--- src/design/rgb2yuv_pkg.sv ---
`timescale 1ns / 1ps
`default_nettype none
// ----------------------------------------------------------------------------
// rgb2yuv_pkg
// Shared types and constants for the RGB pair to YUV 4:2:2 converter.
// ----------------------------------------------------------------------------
package rgb2yuv_pkg;

  localparam int unsigned CompW = 8;

  // byte order codes of the output_order register
  localparam logic ORDER_YUY2 = 1'b0;
  localparam logic ORDER_UYVY = 1'b1;

  typedef logic [CompW-1:0] comp_t;

  // per-pixel result of one lane
  typedef struct packed {
    comp_t              luma;
    logic signed [7:0]  u_term;
    logic signed [7:0]  v_term;
  } lane_res_t;

  // packed 4:2:2 word
  typedef struct packed {
    comp_t byte_three;
    comp_t byte_two;
    comp_t byte_one;
    comp_t byte_zero;
  } yuv_word_t;

endpackage : rgb2yuv_pkg
`default_nettype wire

--- src/design/rgb2yuv_lane.sv ---
`timescale 1ns / 1ps
`default_nettype none
// ----------------------------------------------------------------------------
// rgb2yuv_lane
// One pixel lane: luma and the two floored chroma terms of one RGB pixel.
// ----------------------------------------------------------------------------
module rgb2yuv_lane (
  input  wire  rgb2yuv_pkg::comp_t     red,
  input  wire  rgb2yuv_pkg::comp_t     green,
  input  wire  rgb2yuv_pkg::comp_t     blue,
  output rgb2yuv_pkg::lane_res_t       res
);
  import rgb2yuv_pkg::*;

  logic        [16:0] r_u, g_u, b_u;
  logic signed [16:0] r_s, g_s, b_s;
  logic        [16:0] luma_sum;
  logic signed [16:0] u_sum;
  logic signed [16:0] v_sum;

  assign r_u = {9'd0, red};
  assign g_u = {9'd0, green};
  assign b_u = {9'd0, blue};
  assign r_s = signed'(r_u);
  assign g_s = signed'(g_u);
  assign b_s = signed'(b_u);

  // luma sum peaks at 56228, so it never leaves 16 bits
  assign luma_sum = 17'd66 * r_u + 17'd129 * g_u + 17'd25 * b_u + 17'd128;

  // chroma sums stay within +/-28688; bits 15:8 are the floored quotient
  assign u_sum = -(17'sd38 * r_s) - 17'sd74 * g_s + 17'sd112 * b_s + 17'sd128;
  assign v_sum = 17'sd112 * r_s - 17'sd94 * g_s - 17'sd18 * b_s + 17'sd128;

  assign res.luma   = luma_sum[15:8] + 8'd16;
  assign res.u_term = u_sum[15:8];
  assign res.v_term = v_sum[15:8];

endmodule : rgb2yuv_lane
`default_nettype wire

--- src/design/rgb2yuv_merge.sv ---
`timescale 1ns / 1ps
`default_nettype none
// ----------------------------------------------------------------------------
// rgb2yuv_merge
// Merge two lanes: average the chroma, clamp the chroma bytes, pack in the order set.
// ----------------------------------------------------------------------------
module rgb2yuv_merge (
  input  wire  rgb2yuv_pkg::lane_res_t lane_a,
  input  wire  rgb2yuv_pkg::lane_res_t lane_b,
  input  wire                          order,
  output rgb2yuv_pkg::yuv_word_t       word
);
  import rgb2yuv_pkg::*;

  function automatic comp_t chroma_avg(input logic signed [7:0] ta,
                                       input logic signed [7:0] tb);
    logic signed [8:0] sum;
    logic signed [8:0] half;
    logic signed [9:0] biased;
    comp_t             res;
    sum    = {ta[7], ta} + {tb[7], tb};
    // halve with truncation toward zero
    half   = (sum + $signed({8'd0, sum[8]})) >>> 1;
    biased = {half[8], half} + 10'sd128;
    if (biased < 10'sd0) begin
      res = '0;
    end else if (biased > 10'sd255) begin
      res = 8'hFF;
    end else begin
      res = biased[7:0];
    end
    return res;
  endfunction

  comp_t u_byte, v_byte;

  assign u_byte = chroma_avg(lane_a.u_term, lane_b.u_term);
  assign v_byte = chroma_avg(lane_a.v_term, lane_b.v_term);

  always_comb begin
    case (order)
      ORDER_UYVY: begin
        word.byte_zero  = u_byte;
        word.byte_one   = lane_a.luma;
        word.byte_two   = v_byte;
        word.byte_three = lane_b.luma;
      end
      default: begin
        word.byte_zero  = lane_a.luma;
        word.byte_one   = u_byte;
        word.byte_two   = lane_b.luma;
        word.byte_three = v_byte;
      end
    endcase
  end

endmodule : rgb2yuv_merge
`default_nettype wire

--- src/design/rgb_pair_to_yuv422.sv ---
`timescale 1ns / 1ps
`default_nettype none
// ----------------------------------------------------------------------------
// rgb_pair_to_yuv422
// Path: an input transfer is registered in the lane register, then in the output register behind out_tvalid.
// Throughput: one pixel pair per clock while out_tready holds; back-pressure stalls the two-stage pipeline.
// Reset (rst_n low, synchronous) empties both stages and selects YUY2 order.
// Two pixel lanes feed a lane register; the merge stage fills the output one.
// ----------------------------------------------------------------------------
module rgb_pair_to_yuv422 (
  input  wire         clk,
  input  wire         rst_n,
  // configuration: bit 0 is output_order
  input  wire         cfg_wr_en,
  input  wire  [0:0]  cfg_wr_data,
  // tdata: red_a, green_a, blue_a, red_b, green_b, blue_b (8 bits each, low up)
  input  wire         in_tvalid,
  output logic        in_tready,
  input  wire  [47:0] in_tdata,
  // tdata: byte_zero, byte_one, byte_two, byte_three (8 bits each, low up)
  output logic        out_tvalid,
  input  wire         out_tready,
  output logic [31:0] out_tdata
);
  import rgb2yuv_pkg::*;

  // --------------------------------------------------------------------------
  // Configuration register
  // --------------------------------------------------------------------------
  logic order_r, order_nxt;

  assign order_nxt = cfg_wr_en ? cfg_wr_data[0] : order_r;

  always_ff @(posedge clk) begin
    if (!rst_n) begin
      order_r <= ORDER_YUY2;
    end else begin
      order_r <= order_nxt;
    end
  end

  // --------------------------------------------------------------------------
  // Stage readiness: each stage advances when the one after it can take data
  // --------------------------------------------------------------------------
  logic s1_valid_r, s1_valid_nxt;
  logic out_valid_r, out_valid_nxt;
  logic s2_rdy, s1_rdy;
  logic in_xfer, s1_move;

  assign s2_rdy    = !out_valid_r || out_tready;
  assign s1_rdy    = !s1_valid_r || s2_rdy;
  assign in_tready = s1_rdy;
  assign in_xfer   = in_tvalid && s1_rdy;
  assign s1_move   = s1_valid_r && s2_rdy;

  // --------------------------------------------------------------------------
  // Pixel lanes, one per pixel of the pair
  // --------------------------------------------------------------------------
  lane_res_t lane_a, lane_b;
  lane_res_t lane_a_r, lane_b_r;

  rgb2yuv_lane u_lane_a (
    .red   (in_tdata[7:0]),
    .green (in_tdata[15:8]),
    .blue  (in_tdata[23:16]),
    .res   (lane_a)
  );

  rgb2yuv_lane u_lane_b (
    .red   (in_tdata[31:24]),
    .green (in_tdata[39:32]),
    .blue  (in_tdata[47:40]),
    .res   (lane_b)
  );

  assign s1_valid_nxt = in_xfer || (s1_valid_r && !s2_rdy);

  always_ff @(posedge clk) begin
    if (!rst_n) begin
      s1_valid_r <= 1'b0;
    end else begin
      s1_valid_r <= s1_valid_nxt;
    end
  end

  // hold lane results until the merge stage takes them
  always_ff @(posedge clk) begin
    if (in_xfer) begin
      lane_a_r <= lane_a;
      lane_b_r <= lane_b;
    end
  end

  // --------------------------------------------------------------------------
  // Merge stage and output register
  // --------------------------------------------------------------------------
  yuv_word_t merged;
  yuv_word_t out_word_r;

  rgb2yuv_merge u_merge (
    .lane_a (lane_a_r),
    .lane_b (lane_b_r),
    .order  (order_r),
    .word   (merged)
  );

  assign out_valid_nxt = s1_move || (out_valid_r && !out_tready);

  always_ff @(posedge clk) begin
    if (!rst_n) begin
      out_valid_r <= 1'b0;
    end else begin
      out_valid_r <= out_valid_nxt;
    end
  end

  always_ff @(posedge clk) begin
    if (s1_move) begin
      out_word_r <= merged;
    end
  end

  assign out_tvalid = out_valid_r;
  assign out_tdata  = out_word_r;

  // --------------------------------------------------------------------------
  // Checks
  // --------------------------------------------------------------------------
  // a full, stalled lane register must refuse new transfers
  assert property (@(posedge clk) disable iff (!rst_n)
    (s1_valid_r && !s2_rdy) |-> !in_tready)
    else $error("input taken while lane register stalled");

  // a drained output with nothing behind it goes idle
  assert property (@(posedge clk) disable iff (!rst_n)
    (out_valid_r && out_tready && !s1_valid_r) |=> !out_valid_r)
    else $error("result repeated after transfer");

  // a pending lane result moves into the output register whenever the output stage is free
  assert property (@(posedge clk) disable iff (!rst_n)
    (s1_valid_r && s2_rdy) |=> out_valid_r)
    else $error("lane result lost");

  // luma bytes stay in the studio range (checked in YUY2 order)
  assert property (@(posedge clk) disable iff (!rst_n)
    (out_valid_r && order_r == ORDER_YUY2) |->
      (out_word_r.byte_zero >= 8'd16 && out_word_r.byte_zero <= 8'd235 &&
       out_word_r.byte_two >= 8'd16 && out_word_r.byte_two <= 8'd235))
    else $error("luma outside studio range");

endmodule : rgb_pair_to_yuv422
`default_nettype wire
--- config.mk ---
export PLATFORM = sky130hd
export DESIGN_NAME = rgb_pair_to_yuv422
export DESIGN_NICKNAME = d
export VERILOG_FILES = /design/src/design/rgb2yuv_pkg.sv /design/src/design/rgb2yuv_lane.sv /design/src/design/rgb2yuv_merge.sv /design/src/design/rgb_pair_to_yuv422.sv
export SDC_FILE = /design/constraint.sdc
export NUM_CORES = 1
export LEC_CHECK = 0
export BUFFER_PORTS_ARGS = -buffer_cell sky130_fd_sc_hd__buf_2
export CAP_MARGIN = 20
export CORE_UTILIZATION = 67
export CTS_BUF_LIST = sky130_fd_sc_hd__clkbuf_8
export CTS_CLUSTER_SIZE = 25
export DETAILED_ROUTE_END_ITERATION = 10
export PLACE_DENSITY_LB_ADDON = 0.15
export SYNTH_ARGS = -nofsm -noshare
export SYNTH_HDL_FRONTEND = slang
export SYNTH_HIERARCHICAL = 1
export SYNTH_SLANG_ARGS = --single-unit
--- constraint.sdc ---
create_clock -name clk -period 8.95 [get_ports clk]
set_input_delay 0.895 -clock clk [delete_from_list [all_inputs] [get_ports clk]]
set_output_delay 0.895 -clock clk [all_outputs]
set_load 0.02 [all_outputs]
==> out/summary.md, run 1 <==
Gates resized during post-CTS repair numbered 0. Summed over all nets, wire length on met3 after detailed routing comes to 2209 um. The wire-length estimate of the detail-placed layout is 34030 um. The leading cell type in the layout, fill and taps excluded is sky130_fd_sc_hd__ha_1. Summed over all instances, the cell type with the most area after synthesis is sky130_fd_sc_hd__ha_1. Setup repair after global routing left no endpoint under its margin. The top-area cell type share of the netlist area is 31.91%. Yosys mapped a number of flops with a built-in enable equal to 80.

The count of buffers added on input and output ports is 87. The number of placed cells counting well taps was 2304. At the pin with the least slew margin, the transition time is 714.7 ps.

The number of clock buffers added by TritonCTS is 9. Setup total negative slack on the finished layout was measured at 0 ps. Across the whole layout, storage elements account for 0.002462 mm2. By instance count, the cell type seen most on the critical path is sky130_fd_sc_hd__ha_1. In this run the worst path has a maximum fanout of 9. The final cycle utilization of the critical path is 71.68%, and the pin count of the biggest net entering global routing is 49. In this run the count of I/O pins placed on the die edge is 88. For this design, the CTS-stage hold fixing added 0 buffers. Counting flops with an async set or reset pin after synthesis yields a share of 0%. The worst register-to-register path begins at lane_a_r[0]. The mean area per synthesized cell works out to 9.765 um2. Data on the critical path is required at its endpoint by 9050 ps. The violation count after the first detailed-routing iteration was 755; the combined buffer and inverter count along the critical path was 6.

After synthesis, the netlist uses 80 different library cells. Clock skew: 15.62 ps. The final setup violation count was 0. Leaving out fill and tap cells, the most frequent cells in the layout are sky130_fd_sc_hd__ha_1, sky130_fd_sc_hd__inv_1, sky130_fd_sc_hd__fa_1. After detailed routing, the wire length on met1 is 17960 um.

For this run, the number of Yosys warnings is 6. The number of storage elements in the synthesis netlist was 83; the height of the chip was 167.5 um. The overall overflow remaining after global route was 0; the buffer levels on the longest clock path was 2. After synthesis, flip-flops and latches occupy 13.42% of the total area. The number of routed nets with antenna violations is 0, and the starting density of the core is 68.27%. Number of global-route vias before repair: 13350. Routability-driven placement finished with a final weighted congestion of 0.8870.

Compared with the post-synthesis result, the final layout area differs by 5.816%. The logs give 0 for the final number of hold-violating endpoints and 535.3 ps for the worst slack on hold paths. Die area: 0.02805 mm2. TritonCTS built the clock tree. In the final layout, the multi-input gates occupy 0.01433 mm2.

The tree is rooted in a sky130_fd_sc_hd__clkbuf_8. The library cell contributing the largest single delay on the critical path is sky130_fd_sc_hd__fa_1. In this run the number of H-tree levels came out at 3. The final critical delay including setup and external delays is 6415 ps, and the routed wire length is 39060 um. The number of nets in the synthesized netlist was 2577; the post-CTS setup repair buffer count was 0. The run gives 28.76% as the global-route usage over all layers.

The commonest register cell after synthesis is sky130_fd_sc_hd__edfxtp_1. The non-filler instance count after layout is 2320. After filler insertion, the fill cell instance count of the layout stands at 1980. In this run the standard cell core region covers 0.02688 mm2. The worst hold path belongs to the class register to register.

The flow ran to the end, and the final reports show no timing, DRC or antenna violations. Summing every instance area after synthesis gives 0.01835 mm2. After detailed routing, the number of vias per cell comes to 5.738. The highest metal layer with signal wires is met4.

The clock transition at the registers of the reported paths is 100 ps, and the maximum clock frequency is 155.9 MHz. The largest single stage delay on the critical path is 550 ps. Insertion delay to the later sink of the worst-skew pair: 370 ps. The critical hold path startpoint is out_tvalid. The residual DRC count is 0. Synthesis handed over a netlist of 1879 instances. STA classifies the critical path endpoint as a register. The worst pin sits at a relative slew slack of 52.35%. From left edge to right edge, the die measures 167.5 um. The clock net sink count was 83. 0 antenna diodes ended up in the layout. The number of detailed-route iterations in the first pass is 6. At the end of the flow, the number of nets in the layout was 2672.

After detailed routing, the met2 layer carries 18260 um of wire. The routed length per placed instance is 16.83 um, and the total number of placement rows is 60. The run gives 0 as the count of final max-slew check failures. Walking the worst path, the cells encountered are buf_2 > ha_1 > ha_1 > ha_1 > inv_1 > fa_1 > inv_1 > ha_1 > fa_1 > fa_1 > inv_1 > fa_1 > inv_1 > ha_1 > nand4_1 > nor3_2 > nand4_1 > a31oi_2 > xnor2_2 > inv_1 > ha_1 > xor2_1 > xnor2_1. The critical path is of the input pin to register type. For the max-capacitance violation count, the log shows 0. The startpoint type of the worst setup path was an input pin. The kind of cell with the highest combined delay along the critical path is adder cells.

Data on the critical path arrives at its endpoint at 6520 ps. The launching instance or port of the critical path is in_tdata[31]. The run gives 0 as the number of antenna violations at the first check in global routing. The wire length of the first global-routing pass came out at 64070 um. By area the synthesized netlist is led by sky130_fd_sc_hd__ha_1, sky130_fd_sc_hd__fa_1, sky130_fd_sc_hd__edfxtp_1, sky130_fd_sc_hd__inv_1, sky130_fd_sc_hd__xnor2_1. The proportion of layout cells with a drive suffix above 1 came out at 8.540%. Across all layers, the routed design uses 13310 vias.
==> cells by family after synthesis <==
logic type | synth area share (%)
adders and majority gates | 51.11
muxes | 1.807
buffers and inverters | 8.558
and+or+nand+nor | 7.365
DFF | 13.42
AOI/OAI and AO/OA | 10.93
xor gates and xnor gates | 6.805
==> flip-flops by register name, indices dropped and copies added (netlist names) <==
register,cells
out_tdata,32
lane_a_r,24
lane_b_r,24
order_r,1
out_tvalid,1
s1_valid_r,1
==> area by class of cell <==
cell class | instances | area share, %
multi-input combinational | 1379 | 73.80
sequential | 83 | 12.68
inverter | 411 | 7.971
timing repair buffer | 90 | 2.359
tap | 341 | 2.197
clock buffer | 9 | 0.6380
clock inverter | 7 | 0.3480
==> path summary, 6_finish.rpt <==
check	cells after the start	to	slack (ps)
worst min-delay path	2	s1_valid_r	540
worst min register to register	2	s1_valid_r	540
worst max register to register	12	out_tdata[21]	5530
worst max-delay path	23	lane_b_r[22]	2530
==> Yosys cell counts, types with 5 or more instances <==
master,count
sky130_fd_sc_hd__inv_1,407
sky130_fd_sc_hd__and3_1,5
sky130_fd_sc_hd__nor3_1,18
sky130_fd_sc_hd__o21a_1,19
sky130_fd_sc_hd__and2_1,8
sky130_fd_sc_hd__a21oi_1,104
sky130_fd_sc_hd__fa_1,176
sky130_fd_sc_hd__o21bai_1,21
sky130_fd_sc_hd__nand3_1,22
sky130_fd_sc_hd__nand2b_1,11
sky130_fd_sc_hd__a21o_1,32
sky130_fd_sc_hd__o21ai_0,48
sky130_fd_sc_hd__nor2b_1,14
sky130_fd_sc_hd__mux2_2,25
sky130_fd_sc_hd__a211oi_2,6
sky130_fd_sc_hd__xnor2_1,97
sky130_fd_sc_hd__edfxtp_1,80
sky130_fd_sc_hd__o211ai_1,11
sky130_fd_sc_hd__nand4_1,11
sky130_fd_sc_hd__xor2_1,40
sky130_fd_sc_hd__ha_1,468
sky130_fd_sc_hd__or3_1,6
sky130_fd_sc_hd__clkbuf_1,5
sky130_fd_sc_hd__nand2_1,61
sky130_fd_sc_hd__mux2i_1,5
sky130_fd_sc_hd__o31ai_1,6
sky130_fd_sc_hd__nor2_1,71
sky130_fd_sc_hd__nor4_1,7
sky130_fd_sc_hd__a21boi_0,8
==> through the flow <==
step                      worst slack, ps  cell area, um2  utilization, %
after floorplan                      2672           18350               -
after CTS                            2560           19420           72.24
after detailed placement             2210           19220           71.53
after global placement               2326           19220           71.53
after global routing                 2173           19420           72.24
final                                2535           19420           72.24
==> metal layers <==
metal,GRT usage (%),vias to the layer above
met1,39.84,6383
met3,3.403,44
met2,48.32,357
met4,6.342,0
li1,-,6527
met5,0,-
==> tightest hold or removal path, delay by kind of cell, from the launching register on <==
kind,cells,cell delay [ps]
flops,1,330
simple gates,1,120
compound gates,1,60
Power of run 1 is not shown: default switching activity piles up to over one toggle a cycle in this logic, so the estimate is an artifact.
==> run 2: changes to the inputs <==
--- a/config.mk
+++ b/config.mk
@@ -5,9 +5,10 @@
 export SDC_FILE = /design/constraint.sdc
 export NUM_CORES = 1
 export LEC_CHECK = 0
+export ABC_AREA = 1
 export BUFFER_PORTS_ARGS = -buffer_cell sky130_fd_sc_hd__buf_2
 export CAP_MARGIN = 20
-export CORE_UTILIZATION = 67
+export CORE_UTILIZATION = 66
 export CTS_BUF_LIST = sky130_fd_sc_hd__clkbuf_8
 export CTS_CLUSTER_SIZE = 25
 export DETAILED_ROUTE_END_ITERATION = 10
==> constraint.sdc (replaced) <==
create_clock -name clk -period 6.3 [get_ports clk]
set_input_delay 0.63 -clock clk [delete_from_list [all_inputs] [get_ports clk]]
set_output_delay 0.63 -clock clk [all_outputs]
set_load 0.02 [all_outputs]
==> run 2 against run 1 <==
Against the previous run: register-to-register slack got worse by 2400 ps; via count rose by 24%; worst hold slack got worse by 53 ps; synthesized cell count rose by 33%; non-clock buffer count rose by 13; largest cell class unchanged; critical path type unchanged; first-iteration DRC count rose by 33%; flip-flop and latch count did not move; highest routed layer is now met5.
==> out/summary.md, run 2 <==
Across the whole layout, storage elements account for 0.002462 mm2. The maximum clock frequency is 176.0 MHz. In this run the count of I/O pins placed on the die edge is 88.

The worst setup path is launched from an input pin. Using the TritonRoute via totals, the vias-per-cell ratio works out to 5.504. The count of cells along the worst hold path works out to 3. The die outline width is 176.5 um.

The most frequently used cell type in the post-synthesis netlist is sky130_fd_sc_hd__inv_1. The run gives 0 ps as the setup TNS. Dividing the final minimum period by the clock period gives 90.18%.

The library cell contributing the largest single delay on the critical path is sky130_fd_sc_hd__fa_1. The proportion of layout cells with a drive suffix above 1 came out at 6.639%. Count of final max-slew check failures: 0. After clock tree synthesis, the clock-pin slew on the worst setup and hold paths is 90 ps. The tools report the wire length of the first global-routing pass as 79410 um.

In this run the worst hold path is classified as input pin to register. In the post-synthesis netlist, the biggest area contributors are sky130_fd_sc_hd__ha_1, sky130_fd_sc_hd__fa_1, sky130_fd_sc_hd__edfxtp_1, sky130_fd_sc_hd__inv_1, sky130_fd_sc_hd__nand2_1. Synthesis inferred 83 register bits.

In the synthesized netlist the async set-or-reset flop fraction comes to 0%. The mean area per synthesized cell is 8.056 um2, and the arrival time of the worst setup path is 5810 ps. After the first detailed-routing iteration, the DRC count stood at 1007. Post-CTS timing repair inserted 0 buffers for setup.

Entering global routing, the biggest net connects 49 pins. The most critical setup path has its startpoint at in_tdata[37]. Once the clock tree was built, the resizer swapped 0 gates to a different size. The tool flagged a number of max-cap violations equal to 0.

Clock latency on the worst-skew pair, taken at its later pin, is 380 ps. The fraction of met2 tracks used by global routing is 51.30%. The critical path in this run is classified as input pin to register.

The starting density of the core was 67.43%. The signal on the critical path passes through buf_2 > inv_1 > fa_1 > inv_1 > fa_1 > inv_1 > fa_1 > inv_1 > ha_1 > nand2_1 > o21ai_0 > a21oi_1 > xor2_1 > fa_1 > inv_1 > ha_1 > ha_1 > a21oi_1 > o21ai_0 > a21oi_1 > o21ai_0 > xor2_1. Along the worst path, the maximum fanout reaches 7.

The number of port buffers was 87. Counting instances in the post-synthesis netlist gives the leading cell types as sky130_fd_sc_hd__inv_1, sky130_fd_sc_hd__nand2_1, sky130_fd_sc_hd__ha_1. The register with the most flip-flops in the layout has 32 of them.

The largest single stage delay on the critical path is 560 ps. TritonCTS built the clock tree. The total number of placement rows is 63, and the clock skew is 14.29 ps. The run gives 83 as the clock net sink count. The count of nets left with antenna violations once routing finished came out at 0. The actual slew at the worst max-slew pin came out at 863.0 ps. The startpoint identified for the worst register-to-register timing path is lane_b_r[8]. The routed wire length was 48050 um.

The global routing usage on met3 was 7.644%. Headroom to the max-slew limit came out at 42.41%. Summed over all nets, the half-perimeter wirelength after detailed placement is 42270 um.

Summed over all layers, the global routing overflow is 0. The most used flip-flop cell after synthesis is sky130_fd_sc_hd__edfxtp_1. Leading cell type in the layout, fill and taps excluded: sky130_fd_sc_hd__inv_1.

The worst reg-to-reg setup slack was 3180 ps. The die area came out at 0.03114 mm2. Setup violations remaining at the end of the flow were counted as 0. Cell occurring most often along the worst timing path: sky130_fd_sc_hd__inv_1.

In this run the most used layer during global routing was met2. The tools report the number of antenna violations at the first check in global routing as 2. The total area inside the core boundary comes to 0.02980 mm2. For the number of detailed-route iterations in the first pass, the log shows 6. In the routed design, unresolved DRC markers number 0. The run gives 3192 as the number of nets in the synthesized netlist.

After synthesis, flip-flops and latches occupy 12.26% of the total area. The flow ran to the end, and the final reports show no timing, DRC or antenna violations. The logs give 16420 for the number of global-route vias before repair and 44.38% for the met1 usage.

The path with the worst hold slack has its endpoint at order_r. The global-route usage over all layers was 32.34%. The reg-to-reg endpoint was out_tdata[5].

The synthesis-to-finish area growth is 5.898%. The library cells used most frequently in the layout, excluding fill and tap cells, are sky130_fd_sc_hd__inv_1, sky130_fd_sc_hd__nand2_1, sky130_fd_sc_hd__ha_1. The repair_antennas step left the layout with diodes totalling 0. The count of flip-flops with a built-in enable after synthesis was 80; the global placer's final weighted congestion was 0.9584.

STA classifies the critical path endpoint as a register. The count of nets after finishing is 3299, and the final critical delay including setup and external delays is 5681 ps. The tree is rooted in a sky130_fd_sc_hd__clkbuf_8. For the total number of yosys warnings, the log shows 6.

The run gives 3 as the number of H-tree levels. The cell family with the largest share of critical-path delay was adder cells. Counting the fill cells in the layout gives 2503. The critical path required time is 6420 ps.

Setup repair after global routing left no endpoint under its margin. Together, buffers and inverters on the worst path number 6. The routed length per placed instance was 16.04 um. The critical hold path startpoint is cfg_wr_data. The largest total area in the synthesized netlist belongs to sky130_fd_sc_hd__ha_1. Synthesis produced a netlist whose cell count is 2494. After synthesis the cells add up to 0.02009 mm2. The number of hold buffers added after CTS was 0. Buffers inserted during clock tree synthesis total 9. The height of the chip was 176.5 um; the top-area cell type share of the netlist area was 29.14%. The buffer levels on the longest clock path came out at 2. The routed via count came out at 16490.

Measured in cells, the most critical reg-to-reg path has a length of 17. The distinct cell type count after synthesis was 43; the multi-input combinational cell area was 0.01552 mm2. The run gives 0 as the final number of hold-violating endpoints.
==> run 2: cell types whose count changed after synthesis, moves of 20 or more <==
cell / before / now
sky130_fd_sc_hd__nand2_1: 61 / 478
sky130_fd_sc_hd__inv_1: 407 / 546
sky130_fd_sc_hd__nand3_1: 22 / 136
sky130_fd_sc_hd__xnor2_1: 97 / 45
sky130_fd_sc_hd__xor2_1: 40 / 86
sky130_fd_sc_hd__nor2_1: 71 / 108
sky130_fd_sc_hd__a21oi_1: 104 / 132
sky130_fd_sc_hd__mux2_2: 25 / 0
sky130_fd_sc_hd__nand2_2: 0 / 22
sky130_fd_sc_hd__a21o_1: 32 / 12
==> run 2: kinds of logic (layout without fill, tap and decap cells) <==
family                   count (synthesis)  in the layout  share of synthesized area [%]
AO/OA/AOI/OAI                          267            267                          7.566
XOR/XNOR                               132            132                          5.792
adder cells (fa/ha/maj)                644            644                          46.68
buffers and inverters                  559            671                          10.51
flip-flops                              83             83                          12.26
AND/OR/NAND/NOR                        809            809                          17.20
==> run 2: final cells by class <==
cell class              instances  area share, %
clock buffers                   9         0.5822
clock inverters                 7         0.2470
inverters                     552          9.738
multi-input cells            1852          72.95
flip-flops and latches         83          11.57
well taps                     390          2.293
repair buffers                103          2.611
==> run 2: worst max path at each step <==
stage                               to  slack, ps  depth (start not counted)
after floorplan           lane_a_r[22]        740                         21
after global placement    lane_a_r[22]        400                         22
after detailed placement   lane_b_r[6]        250                         22
after CTS                  lane_b_r[6]        660                         22
after global routing       lane_b_r[6]        300                         25
final                      lane_b_r[6]        620                         22
==> run 2: worst register-to-register path: cells and delay by family, from the launching register on <==
| kind | cells | cell delay, ps |
|---|---|---|
| AND/OR/NAND/NOR | 10 | 1070 |
| adder cells (fa/ha/maj) | 3 | 880 |
| flip-flops | 1 | 460 |
| XOR/XNOR | 1 | 270 |
| buffers and inverters | 2 | 110 |
| AO/OA/AOI/OAI | 1 | 70 |
==> run 2: metal layers <==
metal  vias to the layer above  wire [um]
met3                        87       3725
met4                         4       1199
met5                         -         31
li1                       8260          -
met2                       470      21000
met1                      7669      22090
==> run 2: through the flow <==
step,util [%],instances,setup slack (ps),area (um2),hold WS (ps)
global placement,70.82,2980,402.0,21100,488.3
CTS,71.41,2996,656.7,21280,471.3
global route,71.41,2996,298.4,21280,484.1
detailed placement,70.82,2980,251.1,21100,494.7
floorplan,-,2494,744.8,20090,461.1
finish,71.41,2996,618.8,21280,482.3
Power of run 2 is left out for the same reason.
==> run 3: changes to the inputs <==
--- a/config.mk
+++ b/config.mk
@@ -13,6 +13,7 @@
 export CTS_CLUSTER_SIZE = 25
 export DETAILED_ROUTE_END_ITERATION = 10
 export PLACE_DENSITY_LB_ADDON = 0.15
+export RECOVER_POWER = 50
 export SYNTH_ARGS = -nofsm -noshare
 export SYNTH_HDL_FRONTEND = slang
 export SYNTH_HIERARCHICAL = 1
==> run 3 against run 2 <==
Against the previous run: the run now ends with max-capacitance violations, max-slew violations left; utilization is 0.13 points lower; setup slack gained 4.5 ps; routed wire length about the same; flip-flop and latch count unchanged; count of clock-buffer cells in the layout unchanged; non-clock buffer count unchanged; highest routed layer unchanged.
==> out/summary.md, run 3 (synthesis gave the netlist of run 2 again) <==
In this run the core area contains 63 standard-cell rows. The tools report the residual DRC count as 0. The worst setup path is of the input pin to register kind. The leading cell type in the layout, fill and taps excluded is sky130_fd_sc_hd__inv_1. During I/O placement, the number of pins put on the boundary was 88. The library cell contributing the largest single delay on the critical path was sky130_fd_sc_hd__fa_1. From synthesis to final layout, the design area changed by 5.698%.

Of all nets on the critical path, the largest fanout is 7. The arrival time of the worst setup path is 5800 ps, and the count of nets after finishing is 3299. TritonCTS built the clock tree. Leaving out fill and tap cells, the most frequent cells in the layout are sky130_fd_sc_hd__inv_1, sky130_fd_sc_hd__nand2_1, sky130_fd_sc_hd__ha_1. Setup violations remaining at the end of the flow were counted as 0. The global-route usage over all layers was 32.34%. For this block, the via count after detailed routing is 16530. The number of port buffers came out at 87. The run finished, with violations left. The register with the most flip-flops in the layout has 32 of them.

For the post-route cell area, the log shows 0.02124 mm2. The number of antenna violations at the first check in global routing came out at 2. In this run the post-CTS setup repair buffer count came out at 0. The checks that failed: max-capacitance violations, max-slew violations. The post-placement setup slack was 251.1 ps. In this run, post-CTS hold repair placed 0 buffers. The total area inside the core boundary comes to 0.02980 mm2. Once detail routing completed, the nets flagged for antenna violations numbered 0. The die outline width was 176.5 um. The clock net sink count was 83.

The final number of hold-violating endpoints came out at 0. The die is 176.5 um tall. The tools report the max-capacitance violation count as 2.

The root cell of the clock tree was sky130_fd_sc_hd__clkbuf_8. After detailed placement, the total cell area comes to 0.02110 mm2. The cell occurring most often along the worst timing path was sky130_fd_sc_hd__inv_1. The post-cts sizing count is 0. Data on the critical path is required at its endpoint by 6430 ps. The clock transition at the registers of the reported paths is 90 ps, and the die area is 0.03114 mm2. The run gives 48090 um as the routed wire length. The routed length per placed instance came out at 16.05 um. The longest individual stage delay on the worst path is 560 ps. For the number of global-route vias before repair, the log shows 16420. The worst hold path class was input pin to register. Remaining max-slew budget at the tightest pin: -83.96%.

Fill cells in the final layout number 2512. Of the available clock period, the critical path in the final layout requires 90.11%. The element type at the critical path end is a register. In the post-route analysis, the smallest setup slack over all paths is 623.3 ps. In this run, the number of DRC markers left after iteration 0 of detailed routing was 1058.

The first global-routing pass estimated 79410 um of wire. In the routed layout, each cell is associated on average with a via count of 5.516. The final critical delay including setup and external delays was 5677 ps; the setup TNS was 0 ps. In this run the register-to-register setup slack is 3170 ps.

The run gives 42270 um as the half-perimeter wire length of the detailed placement result. The clock skew was 14.12 ps; the maximum clock frequency was 176.2 MHz. At the later pin of the worst-skew pair, clock insertion delay measures 380 ps. For this run the aggregate overflow at the end of global routing stands at 0. Cells with a size suffix above 1 make up 5.794% of the layout.

Count of final max-slew check failures: 82. Traced cell by cell, the critical path runs through buf_2 > inv_1 > fa_1 > inv_1 > fa_1 > inv_1 > fa_1 > inv_1 > ha_1 > nand2_1 > o21ai_0 > a21oi_1 > xor2_1 > fa_1 > inv_1 > ha_1 > ha_1 > a21oi_1 > o21ai_0 > a21oi_1 > o21ai_0 > xor2_1. Setup repair after global routing left no endpoint under its margin. TritonCTS created 9 clock buffers.

For this run, the detailed router's first-pass iteration total came to 6. The initial utilization of the core area, before any placement, comes to 67.43%. At the pin with the least slew margin, the transition time is 2759 ps. The worst setup path is launched from an input pin. Hold timing on the final database bottoms out at a slack of 479.1 ps. The antenna cell count came out at 0. The buffer levels on the longest clock path was 2. The pin count of the biggest net entering global routing is 49.

For the global placer's final weighted congestion, the log shows 0.9584. The H-tree generated during clock tree synthesis spans 3 levels.
run 3: cell types whose count changed in the layout (fill, tap and decap cells not counted):
| cell | previous run | this run |
|---|---|---|
| sky130_fd_sc_hd__a21oi_1 | 131 | 132 |
| sky130_fd_sc_hd__a21oi_2 | 4 | 3 |
| sky130_fd_sc_hd__buf_2 | 87 | 71 |
| sky130_fd_sc_hd__buf_4 | 16 | 13 |
| sky130_fd_sc_hd__clkbuf_1 | 0 | 19 |
| sky130_fd_sc_hd__clkinv_1 | 0 | 1 |
| sky130_fd_sc_hd__inv_2 | 7 | 6 |
| sky130_fd_sc_hd__nand3_1 | 136 | 137 |
| sky130_fd_sc_hd__nand3_2 | 6 | 5 |
run 3: stage by stage:
| stage | instances | utilization, % |
|---|---|---|
| 6_report | 2996 | 71.27 |
| 3_5_place_dp | 2980 | 70.82 |
| 2_1_floorplan | 2494 | - |
| 5_1_grt | 2996 | 71.27 |
| 4_1_cts | 2996 | 71.41 |
| 3_3_place_gp | 2980 | 70.82 |
run 3: metal layers:
metal  share of wire [%]  vias up  track usage, %  wire [um]
met3                 7.9       82           7.644       3776
met1                  46     7710           44.38      22150
met4                 2.4        4           8.118       1131
met5               0.064        -               0         31
li1                    -     8265               -          -
met2                  44      466           51.30      21000
run 3: worst paths after layout:
kind,from,end,depth (start not counted)
setup / recovery,in_tdata[37],lane_b_r[6],22
hold / removal,cfg_wr_data,order_r,3
setup reg to reg,lane_b_r[8],out_tdata[13],17
hold reg to reg,s1_valid_r,out_tvalid,2
run 3: layout make-up:
class	instances	area (um2)	share of cell area, %
Clock buffer	9	123.9	0.5833
Clock inverter	7	52.55	0.2475
Inverter	552	2072	9.757
Multi-Input combinational cell	1852	15510	73.05
Sequential cell	83	2462	11.59
Tap cell	390	488.0	2.298
Timing Repair Buffer	103	524.3	2.469
run 3: critical path: cells and delay by family:
family,cells,cell delay [ps]
simple gates,1,100
fa+ha+maj,7,3100
xor+xnor,2,340
buf+inv,6,540
compound gates,6,1080
Power of run 3 is left out for the same reason.
